**src/rtl/core/optt_pkg.sv**
```systemverilog
// shared types, constants and helpers for the timer slot table
package optt_pkg;

    localparam int SLOTS       = 16;
    localparam int PERIOD_BITS = 16;
    localparam int TAG_BITS    = 16;
    localparam int SLOT_W      = (SLOTS > 1) ? $clog2(SLOTS) : 1;

    localparam int IN_TAG_W    = 16;
    localparam int IN_PERIOD_W = 16;
    localparam int OUT_TAG_W   = 16;
    localparam int OUT_SLOT_W  = 4;

    localparam logic ACT_TICK = 1'b0;
    localparam logic ACT_REG  = 1'b1;

    localparam logic [1:0] MODE_ONESHOT = 2'd0;
    localparam logic [1:0] MODE_CYCLIC  = 2'd1;

    typedef enum logic [2:0] {
        KIND_ACCEPTED = 3'd0,
        KIND_REJECTED = 3'd1,
        KIND_FULL     = 3'd2,
        KIND_FIRED    = 3'd3,
        KIND_NONE     = 3'd4
    } t_kind;

    typedef enum logic [1:0] {
        S_IDLE,
        S_REG,
        S_TICK,
        S_FLUSH
    } t_state;

    typedef struct packed {
        logic                   action;
        logic [IN_TAG_W-1:0]    owner_tag;
        logic [IN_PERIOD_W-1:0] period_ticks;
        logic [1:0]             timer_mode;
    } t_in_item;

    typedef struct packed {
        t_kind                 result_kind;
        logic [OUT_TAG_W-1:0]  fired_tag;
        logic [OUT_SLOT_W-1:0] slot_index;
        logic                  last_of_run;
    } t_out_item;

    // controller to datapath
    typedef struct packed {
        logic load;
        logic reg_step;
        logic tick_step;
        logic flush;
    } t_cmd;

    // datapath to controller
    typedef struct packed {
        logic in_reg;
        logic in_bad;
        logic cur_valid;
        logic idx_last;
    } t_sts;

    function automatic logic [TAG_BITS-1:0] tag_store(input logic [IN_TAG_W-1:0] t);
        logic [TAG_BITS+IN_TAG_W-1:0] w;
        w = {{TAG_BITS{1'b0}}, t};
        return w[TAG_BITS-1:0];
    endfunction

    function automatic logic [OUT_TAG_W-1:0] tag_out(input logic [TAG_BITS-1:0] t);
        logic [TAG_BITS+OUT_TAG_W-1:0] w;
        w = {{OUT_TAG_W{1'b0}}, t};
        return w[OUT_TAG_W-1:0];
    endfunction

    function automatic logic [OUT_SLOT_W-1:0] slot_out(input logic [SLOT_W-1:0] s);
        logic [SLOT_W+OUT_SLOT_W-1:0] w;
        w = {{OUT_SLOT_W{1'b0}}, s};
        return w[OUT_SLOT_W-1:0];
    endfunction

    // saturate an input period to the stored width
    function automatic logic [PERIOD_BITS-1:0] period_store(
        input logic [IN_PERIOD_W-1:0] p
    );
        logic [PERIOD_BITS+IN_PERIOD_W-1:0] w;
        logic [PERIOD_BITS+IN_PERIOD_W-1:0] pmax;
        w    = {{PERIOD_BITS{1'b0}}, p};
        pmax = {{IN_PERIOD_W{1'b0}}, {PERIOD_BITS{1'b1}}};
        if (w > pmax) begin
            return {PERIOD_BITS{1'b1}};
        end
        return w[PERIOD_BITS-1:0];
    endfunction

endpackage

```
**src/rtl/core/optt_ctrl.sv**
```systemverilog
// controller state machine for the timer slot table
module optt_ctrl
    import optt_pkg::*;
(
    input  logic i_clk,
    input  logic i_rst_n,
    input  logic start,
    output logic busy,
    input  t_sts i_sts,
    output t_cmd o_cmd
);

    t_state r_state;
    t_state n_state;

    always_ff @(posedge i_clk) begin
        if (!i_rst_n) begin
            r_state <= S_IDLE;
        end else begin
            r_state <= n_state;
        end
    end

    always_comb begin
        n_state = r_state;
        o_cmd   = '0;
        busy    = 1'b1;
        case (r_state)
            S_IDLE: begin
                busy = 1'b0;
                if (start) begin
                    o_cmd.load = 1'b1;
                    // a bad registration is answered straight from the load
                    if (i_sts.in_reg && i_sts.in_bad) begin
                        n_state = S_IDLE;
                    end else if (i_sts.in_reg) begin
                        n_state = S_REG;
                    end else begin
                        n_state = S_TICK;
                    end
                end
            end
            S_REG: begin
                o_cmd.reg_step = 1'b1;
                if (!i_sts.cur_valid || i_sts.idx_last) begin
                    n_state = S_IDLE;
                end
            end
            S_TICK: begin
                o_cmd.tick_step = 1'b1;
                if (i_sts.idx_last) begin
                    n_state = S_FLUSH;
                end
            end
            S_FLUSH: begin
                o_cmd.flush = 1'b1;
                n_state     = S_IDLE;
            end
            default: begin
                n_state = S_IDLE;
            end
        endcase
    end

endmodule

```
**src/rtl/core/optt_dpath.sv**
```systemverilog
// slot storage, scan index and result register for the timer slot table
module optt_dpath
    import optt_pkg::*;
(
    input  logic      i_clk,
    input  logic      i_rst_n,
    input  t_in_item  i_item,
    input  t_cmd      i_cmd,
    output t_sts      o_sts,
    output t_out_item o_result,
    output logic      o_strobe
);

    logic [IN_TAG_W-1:0]    r_tag_in;
    logic [IN_PERIOD_W-1:0] r_period_in;
    logic                   r_cyc_in;
    logic [SLOT_W-1:0]      r_idx;

    logic [SLOTS-1:0]       r_valid;
    logic                   r_cyclic [SLOTS];
    logic [PERIOD_BITS-1:0] r_period [SLOTS];
    logic [PERIOD_BITS-1:0] r_count  [SLOTS];
    logic [TAG_BITS-1:0]    r_tag    [SLOTS];

    // one fired word held back until we know whether it is the last
    logic                   r_pend_vld;
    logic [TAG_BITS-1:0]    r_pend_tag;
    logic [SLOT_W-1:0]      r_pend_slot;

    t_out_item              r_out;
    logic                   r_strobe;

    logic [PERIOD_BITS-1:0] cnt_inc;
    logic                   idx_last;

    assign idx_last = (r_idx == SLOT_W'(SLOTS - 1));
    assign cnt_inc  = r_count[r_idx] + PERIOD_BITS'(1);

    assign o_sts.in_reg    = (i_item.action == ACT_REG);
    assign o_sts.in_bad    = (i_item.period_ticks == '0) || (i_item.timer_mode > MODE_CYCLIC);
    assign o_sts.cur_valid = r_valid[r_idx];
    assign o_sts.idx_last  = idx_last;

    assign o_result = r_out;
    assign o_strobe = r_strobe;

    always_ff @(posedge i_clk) begin
        if (!i_rst_n) begin
            r_valid    <= '0;
            r_strobe   <= 1'b0;
            r_pend_vld <= 1'b0;
            r_idx      <= '0;
        end else begin
            r_strobe <= 1'b0;
            if (i_cmd.load) begin
                r_tag_in    <= i_item.owner_tag;
                r_period_in <= i_item.period_ticks;
                r_cyc_in    <= (i_item.timer_mode == MODE_CYCLIC);
                r_idx       <= '0;
                r_pend_vld  <= 1'b0;
                if (o_sts.in_reg && o_sts.in_bad) begin
                    r_strobe          <= 1'b1;
                    r_out.result_kind <= KIND_REJECTED;
                    r_out.fired_tag   <= i_item.owner_tag;
                    r_out.slot_index  <= '0;
                    r_out.last_of_run <= 1'b1;
                end
            end
            if (i_cmd.reg_step) begin
                if (!r_valid[r_idx]) begin
                    r_valid[r_idx]    <= 1'b1;
                    r_cyclic[r_idx]   <= r_cyc_in;
                    r_period[r_idx]   <= period_store(r_period_in);
                    r_count[r_idx]    <= '0;
                    r_tag[r_idx]      <= tag_store(r_tag_in);
                    r_strobe          <= 1'b1;
                    r_out.result_kind <= KIND_ACCEPTED;
                    r_out.fired_tag   <= tag_out(tag_store(r_tag_in));
                    r_out.slot_index  <= slot_out(r_idx);
                    r_out.last_of_run <= 1'b1;
                end else if (idx_last) begin
                    r_strobe          <= 1'b1;
                    r_out.result_kind <= KIND_FULL;
                    r_out.fired_tag   <= r_tag_in;
                    r_out.slot_index  <= '0;
                    r_out.last_of_run <= 1'b1;
                end else begin
                    r_idx <= r_idx + SLOT_W'(1);
                end
            end
            if (i_cmd.tick_step) begin
                if (!idx_last) begin
                    r_idx <= r_idx + SLOT_W'(1);
                end
                if (r_valid[r_idx]) begin
                    if (cnt_inc == r_period[r_idx]) begin
                        if (r_cyclic[r_idx]) begin
                            r_count[r_idx] <= '0;
                        end else begin
                            r_valid[r_idx] <= 1'b0;
                        end
                        if (r_pend_vld) begin
                            r_strobe          <= 1'b1;
                            r_out.result_kind <= KIND_FIRED;
                            r_out.fired_tag   <= tag_out(r_pend_tag);
                            r_out.slot_index  <= slot_out(r_pend_slot);
                            r_out.last_of_run <= 1'b0;
                        end
                        r_pend_vld  <= 1'b1;
                        r_pend_tag  <= r_tag[r_idx];
                        r_pend_slot <= r_idx;
                    end else begin
                        r_count[r_idx] <= cnt_inc;
                    end
                end
            end
            if (i_cmd.flush) begin
                r_strobe          <= 1'b1;
                r_out.last_of_run <= 1'b1;
                r_pend_vld        <= 1'b0;
                if (r_pend_vld) begin
                    r_out.result_kind <= KIND_FIRED;
                    r_out.fired_tag   <= tag_out(r_pend_tag);
                    r_out.slot_index  <= slot_out(r_pend_slot);
                end else begin
                    r_out.result_kind <= KIND_NONE;
                    r_out.fired_tag   <= '0;
                    r_out.slot_index  <= '0;
                end
            end
        end
    end

endmodule

```
**src/rtl/core/oneshot_periodic_timer_table.sv**
```systemverilog
// top level of the timer slot table with one-shot and cyclic timers
//
// a word on i_item is taken at a rising edge with start high and busy low.
// action selects a tick or a registration; results leave on o_result, each
// for one cycle with o_strobe high, and the last word of an item has
// last_of_run set. the receiver cannot stall, so no result is ever held.
// a registration scans the slots from slot 0 for the first free one, one
// slot a cycle: a zero period or bad mode is answered in the cycle after
// the start, otherwise the status comes once the free slot is reached,
// and a full table answers once the last slot is found in use.
// a tick visits every slot, one per cycle, through the same scan index;
// fired words come out during the scan in ascending slot order, the
// final one (or the single "none" word) from the flush state that
// follows the scan. busy stays high for the whole scan and the flush,
// so the next word can be taken as soon as busy is low.
// reset, sampled at the clock edge, empties the table (valid bits only) and returns to idle.
module oneshot_periodic_timer_table
    import optt_pkg::*;
(
    input  logic      i_clk,
    input  logic      i_rst_n,
    input  logic      start,
    output logic      busy,
    input  t_in_item  i_item,
    output t_out_item o_result,
    output logic      o_strobe
);

    t_cmd cmd;
    t_sts sts;

    optt_ctrl u_ctrl (
        .i_clk   (i_clk),
        .i_rst_n (i_rst_n),
        .start   (start),
        .busy    (busy),
        .i_sts   (sts),
        .o_cmd   (cmd)
    );

    optt_dpath u_dpath (
        .i_clk    (i_clk),
        .i_rst_n  (i_rst_n),
        .i_item   (i_item),
        .i_cmd    (cmd),
        .o_sts    (sts),
        .o_result (o_result),
        .o_strobe (o_strobe)
    );

endmodule

```
**config.mk**
```make
export PLATFORM = sky130hd
export DESIGN_NAME = oneshot_periodic_timer_table
export DESIGN_NICKNAME = d
export VERILOG_FILES = /design/src/rtl/core/optt_pkg.sv /design/src/rtl/core/optt_ctrl.sv /design/src/rtl/core/optt_dpath.sv /design/src/rtl/core/oneshot_periodic_timer_table.sv
export SDC_FILE = /design/constraint.sdc
export NUM_CORES = 1
export LEC_CHECK = 0
export BUFFER_PORTS_ARGS = -buffer_cell sky130_fd_sc_hd__buf_2
export CAP_MARGIN = 10
export CORE_MARGIN = 2
export CORE_UTILIZATION = 67
export CTS_CLUSTER_SIZE = 8
export DETAILED_ROUTE_END_ITERATION = 6
export MAX_ROUTING_LAYER = met4
export PLACE_DENSITY = 0.83
export SYNTH_ARGS = -nofsm -noshare
export SYNTH_HDL_FRONTEND = slang
export SYNTH_SLANG_ARGS = --single-unit
```
**constraint.sdc**
```tcl
create_clock -name i_clk -period 7.26 [get_ports i_clk]
set_input_delay 1.452 -clock i_clk [delete_from_list [all_inputs] [get_ports i_clk]]
set_output_delay 1.452 -clock i_clk [all_outputs]
set_load 0.05 [all_outputs]
```
# ---- After elaboration in Yosys (flattened, before gate mapping)
# Memory sizes are Yosys's and may differ from the RTL's. A register that Yosys moved wholly into a read port is not among the register bits.
# Cells that the tools add are included.
dict set report classes {
  add_sub_neg 2
  magnitude_cmp 3
  n_eq_ne 9
  mux 74
  bitwise_logic 6
  n_reduce_logical 11
}
# cell n
set ops {}
lappend ops {{two-way mux 24 bit} 10}
lappend ops {{two-way mux 16 bit} 9}
lappend ops {{two-way mux 1 bit} 37}
lappend ops {{two-way mux 4 bit} 9}
lappend ops {{two-way mux 23 bit} 1}
lappend ops {{adder 16 x 1 -> 16 bit, second input constant} 1}
lappend ops {{AND 16 bit} 1}
lappend ops {{== test 16 bit} 1}
lappend ops {{logical NOT 16 bit} 1}
lappend ops {{inverter 16 bit} 1}
lappend ops {{OR 16 bit} 1}
lappend ops {{two-way mux 2 bit} 5}
lappend ops {{one-hot mux 2 bit (4 select lines)} 1}
lappend ops {{less-than comparator 4 x 5 -> 1 bit, second input constant} 1}
lappend ops {{adder 4 x 1 -> 4 bit, second input constant} 1}
lappend ops {{binary-select mux 1 bit (select 4 bit)} 1}
lappend ops {{demux 1 bit (select 4 bit)} 1}
lappend ops {{== test 2 x 1 -> 1 bit, second input constant} 2}
lappend ops {{== test 2 bit, second input constant} 2}
lappend ops {{== test 4 bit, second input constant} 1}
lappend ops {{>= comparator 4 x 1 -> 1 bit, second input constant} 1}
lappend ops {{inequality test 2 x 1 -> 1 bit, second input constant} 2}
lappend ops {{AND reduction 4 bit} 1}
lappend ops {{AND reduction 3 bit} 1}
lappend ops {{10 further kinds} 13}
dict set report totals {
  ff_bits 85
  ramBits 784
  input_bits 38
  out_inout_bits 26
  wordCells 122
  n_memories 4
}
# memory depth width rd rd_ports_with_merged_regs write_ports line_no
set memory_table {}
lappend memory_table {u_dpath.r_count 16 16 1 1 1 optt_dpath.sv:22} ;# logic [PERIOD_BITS-1:0] r_count [SLOTS];
lappend memory_table {u_dpath.r_period 16 16 1 1 1 optt_dpath.sv:21} ;# logic [PERIOD_BITS-1:0] r_period [SLOTS];
lappend memory_table {u_dpath.r_tag 16 16 1 1 1 optt_dpath.sv:23} ;# logic [TAG_BITS-1:0] r_tag [SLOTS];
lappend memory_table {u_dpath.r_cyclic 16 1 1 1 1 optt_dpath.sv:20} ;# logic r_cyclic [SLOTS];

# ---- Longest topological paths before layout
dict set report depth {
  depth_word 13
  mapped_depth 19
  depth_no_buf 13
}

# ---- Modules after synthesis
# A second synthesis with hierarchy kept.
dict set report unflattened {
  cells_unflattened 1663
  area_unflattened_um2 34793.4
}
# module n_inst cells_per_inst area_per_inst_um2 seq_area_each_um2
set modules_own_cells {}
lappend modules_own_cells {optt_dpath 1 1649 34662.0 26295.2}
lappend modules_own_cells {optt_ctrl 1 14 131.4 40.0}

# ---- Worst setup path after synthesis
# No wires, ideal clock.
dict set report synth_timing {
  path_type {reg-to-reg}
  startpoint {register u_dpath.r_idx[0]}
  endpoint {register u_dpath.r_pend_slot[0] (enable)}
  setup_ps 399
  arrival_ps 4389
  required_time_ps 6861
  slack_ps 2472
  stages_incl_launch_ff 19
  path_buffers 5
  period_less_slack_ps 4788
  path_cell_list {dfxtp_1 -> buf_6 -> buf_8 -> buf_12 -> mux4_2 -> a22oi_1 -> nand2_1 -> ha_1 -> nand2_1 -> nor3_1 -> a31o_2 -> nand3_1 -> or2_2 -> clkbuf_1 -> o2111ai_1 -> nor4_2 -> and3_1 -> buf_4 -> nor2b_1}
}
dict set report synth_between {
  elab_chain_cells 3
}
# item line_no
set synth_rtl {}
lappend synth_rtl {{from (decl)} optt_dpath.sv:17} ;# logic [SLOT_W-1:0] r_idx;
lappend synth_rtl {{from (signal assigned)} optt_dpath.sv:88} ;# r_idx <= r_idx + SLOT_W'(1);
lappend synth_rtl {{from (signal assigned)} optt_dpath.sv:93} ;# r_idx <= r_idx + SLOT_W'(1);
lappend synth_rtl {{binary-select mux 1 bit (select 4 bit)} optt_dpath.sv:95} ;# if (r_valid[r_idx]) begin
lappend synth_rtl {{two-way mux 1 bit (not written as such)} optt_dpath.sv:95}
lappend synth_rtl {{AND reduction 4 bit (no source line)} --}
lappend synth_rtl {{to (signal assigned)} optt_dpath.sv:111} ;# r_pend_slot <= r_idx;
lappend synth_rtl {{to (decl)} optt_dpath.sv:28} ;# logic [SLOT_W-1:0] r_pend_slot;
# No other way between the ends. The select of a mux whose other input is x is not followed.
# A chain may end at the register's enable or synchronous reset.

# ---- Worst setup path in the final report
dict set report layout_timing {
  startpoint {register u_dpath.r_idx[3]}
  endpoint {register u_dpath.r_pend_tag[5] (read register of u_dpath.r_tag) (enable)}
}
dict set report layout_between {
  elab_chain_cells 3
}
# item line_no
set layout_rtl {}
lappend layout_rtl {{binary-select mux 1 bit (select 4 bit)} optt_dpath.sv:95}
lappend layout_rtl {{two-way mux 1 bit (not written as such)} optt_dpath.sv:95}
lappend layout_rtl {{AND reduction 4 bit (no source line)} --}
lappend layout_rtl {{to (decl)} optt_dpath.sv:27} ;# logic [TAG_BITS-1:0] r_pend_tag;
# Several ways; a longest one is shown, not always the timed one. The select of a mux whose other input is x is not followed.

==> metrics.cfg <==
[run_status]
status=finished, final reports clean

[detailed_routing]
avgRoutedWirePerCell_um=35.1
drtPass1Iterations=6
viasPerCell=7.35
num_vias=19150
routed_wl_um=91500
drc=0
route.antenna.remaining_nets=0
detailedRoute.firstIterationViolations=2973

[hold_path]
hold_class=reg -> reg
worstHoldPathCells=2
hold_startpoint=u_dpath.r_pend_vld
whs_endpoint=u_dpath.r_pend_vld

[yosys]
syn-instance-count=1704
syn_nets=1747
netlist_top_cells_area=sky130_fd_sc_hd__edfxtp_1 73%, sky130_fd_sc_hd__mux4_2 14%, sky130_fd_sc_hd__dfxtp_1 1.4%
number_of_distinct_library_cells_after_synthesis=76
synth-edff-count=861
synth_largest_area_cell=sky130_fd_sc_hd__edfxtp_1
post_synth_most_frequent_cells=861 x sky130_fd_sc_hd__edfxtp_1, 226 x sky130_fd_sc_hd__mux4_2, 69 x sky130_fd_sc_hd__nand2_1, 56 x sky130_fd_sc_hd__nor2_1, 46 x sky130_fd_sc_hd__o21ai_0
leading_register_cell_type_out_of_synthesis=sky130_fd_sc_hd__edfxtp_1
yosysMostFrequentCell=sky130_fd_sc_hd__edfxtp_1
ys_seq_area_frac=0.748
yosys_register_bits=885
post_syn_area_um2=35200
synth_async_sr_flop_share=0
syn-mean-instance-area_um2=20.7
yosys_warning_count=0
synth.top_cell.area_share=0.734

[floorplanning]
die_y_um=233
core-area_um2=52200
rows=84
floorplan.die_area_um2=54400
initial_utilization=0.674
die_width_um=233
boundaryPins=64

[worst_setup_path]
critical_path.startpoint_type=flop
setup.worst_path.end_class=flop
worst_r2r_endpoint=u_dpath.r_pend_tag[5]
crit_path_cell_trace=and2_1 > buf_4 > a22oi_1 > nand2_1 > ha_1 > nand2_1 > nor3_1 > a31o_2 > nand3_1 > nor3b_1 > xor3_2 > a211oi_1 > and3_1 > nor2b_2 > buf_4
reg2reg_setup_slack_ps=1370
data_required_time_at_the_worst_endpoint_ps=7590
worst_r2r_startpoint=u_dpath.r_idx[3]
worst-endpoint-arrival_ps=6210
worst_path_max_delay_cell=sky130_fd_sc_hd__dfxtp_2
crit_path_max_incr_delay_ps=840
timing.critical_path.fanout_max=25
worstSetupPathType=reg -> reg
r2r_cells=15

[timing]
finalHoldViolations=0
worst_slew_pin_slew_ps=1280
rsz0062_at_grt=false
timing.final.max_slew_violations=0
setup-tns-final_ps=0
fin_worst_skew_ps=41.1
timing.final.crit_period_ps=5890
fmax_mhz=170
max-slew-margin-rel=0.143
layout_worst_path_cycle_share=0.811
setup_violations=0
whs_ps=526

[clocking]
cts_repair_resize_count=0
postCtsSetupRepairBufs=0
cts-htree-levels=3
tritoncts=done
cts.root.buffer_cell=sky130_fd_sc_hd__clkbuf_16
clock-sinks=885
cts_made_buffers=120
worst_setup_hold_path_clk_slew_ps=50
cts_hold_buffers=0
clock_path_buffers=3
worstSkewPairLatency_ps=700

[final_layout]
post_route_cells_drive_above_1_share=0.285
postLayoutCoreUtil=0.763
count_of_nets_after_finishing=1890
fillers=2464
seq_area_um2=26300
multiInputGateArea_um2=8440
layout-area-overhead-vs-synth_pct=13.2

[place]
globalplace.congestion=0.907
port_buffers=63
place_hpwl_um=46200

[global_route]
via_count_of_the_first_global_routing_pass=19579
grtUsageTotal=0.359
globalRouteOverflowTotal=0
grt_max_degree=95
grt_pass1_wl_um=132000
antenna_violations_before_repair=4

[job]
cap_violations=0

[power]
ir_drop_mv=0.230
p_leak_nw=12.1
cellPowerDensity_nw_per_um2=281

[sequential cells by signal, indices dropped and copies added (netlist names), 24 cells and up]
signal	count
u_dpath.r_count	256
u_dpath.r_period	256
u_dpath.r_tag	256
u_dpath.o_result	24
[stage by stage]
stage	power (mW)	setup slack, ps	area [um2]	cells
after global routing	11.4	1130	39900	2607
after detailed placement	6.13	1470	36400	2412
after CTS	11.2	1390	39800	2603
after global placement	6.12	1800	36400	2412
final	11.2	1370	39900	2607
after floorplan	6.03	2470	35200	1704
[worst max-delay path, delay by kind of cell (launching register included)]
kind                       cells  cell delay (ps)
AOI/OAI and AO/OA              3              510
xor gates and xnor gates       1              350
adders and majority gates      1              300
buffers and inverters          2              790
DFF                            1              840
and+or+nand+nor                8             2710
[power breakdown]
group / total [mW] / internal (mW) / switching [mW]
Combinational: 0.394 / 0.165 / 0.228
Clock: 5.12 / 3.04 / 2.09
Sequential: 5.66 / 5.61 / 0.0583
Total: 11.2 / 8.81 / 2.37
[metal layers]
layer	up-vias	routed length [um]	track usage
li1	7360	-	-
met1	9749	30400	0.447
met2	1666	46300	0.569
met3	375	9840	0.0778
met4	0	4920	0.176
met5	-	0	-
[how the worst max path moves through the flow]
stage	start	to	slack (ps)	cells after the start
floorplan	u_dpath.r_idx[0]	u_dpath.r_pend_slot[0]	2470	18
global placement	u_dpath.r_idx[0]	u_dpath.r_period[7][15]	1800	7
detailed placement	u_dpath.r_idx[3]	u_dpath.r_count[7][11]	1470	14
CTS	u_dpath.r_idx[3]	u_dpath.r_count[4][11]	1390	14
global route	u_dpath.r_idx[3]	u_dpath.r_pend_tag[5]	1130	15
finish	u_dpath.r_idx[3]	u_dpath.r_pend_tag[5]	1370	15
[cell usage in the layout (no fill, tap or decap), types with 4 or more instances in the layout]
cell	netlist	layout
sky130_fd_sc_hd__a21oi_1	41	25
sky130_fd_sc_hd__a21oi_2	0	16
sky130_fd_sc_hd__a22o_1	23	23
sky130_fd_sc_hd__a22oi_1	23	23
sky130_fd_sc_hd__and2_1	7	6
sky130_fd_sc_hd__buf_2	10	63
sky130_fd_sc_hd__buf_4	16	52
sky130_fd_sc_hd__clkbuf_1	39	63
sky130_fd_sc_hd__clkbuf_16	0	120
sky130_fd_sc_hd__dfxtp_1	24	20
sky130_fd_sc_hd__edfxtp_1	861	861
sky130_fd_sc_hd__ha_1	5	5
sky130_fd_sc_hd__inv_1	6	6
sky130_fd_sc_hd__mux2_2	4	4
sky130_fd_sc_hd__mux2i_1	26	26
sky130_fd_sc_hd__mux4_2	226	226
sky130_fd_sc_hd__nand2_1	69	69
sky130_fd_sc_hd__nand2b_1	7	7
sky130_fd_sc_hd__nand3_1	22	22
sky130_fd_sc_hd__nand4_1	6	6
sky130_fd_sc_hd__nor2_1	56	37
sky130_fd_sc_hd__nor2_2	1	4
sky130_fd_sc_hd__nor2_4	0	16
sky130_fd_sc_hd__nor2b_1	9	6
sky130_fd_sc_hd__nor3_1	35	30
sky130_fd_sc_hd__nor3_2	1	6
sky130_fd_sc_hd__nor3b_1	5	5
sky130_fd_sc_hd__nor4_1	10	10
sky130_fd_sc_hd__o21ai_0	46	46
sky130_fd_sc_hd__o22ai_1	4	4
sky130_fd_sc_hd__xnor2_1	21	21
sky130_fd_sc_hd__xor2_1	12	12
[area by class of cell]
| class | count | area share |
|---|---|---|
| Sequential cell | 885 | 0.661 |
| Multi-Input combinational cell | 712 | 0.212 |
| Clock buffer | 184 | 0.0816 |
| Tap cell | 688 | 0.0216 |
| Timing Repair Buffer | 119 | 0.0196 |
| Clock inverter | 7 | 0.00342 |
| Inverter | 9 | 0.000847 |
| Antenna cell | 3 | 0.000188 |
[cell families after synthesis]
family	Yosys count	share of synthesized area
AOI/OAI and AO/OA	164	0.0303
adders and majority gates	5	0.00178
xor gates and xnor gates	37	0.0110
and+or+nand+nor	247	0.0347
muxes	259	0.155
DFF	885	0.748
buffers and inverters	107	0.0187
Power figures use the tool's default switching activity.
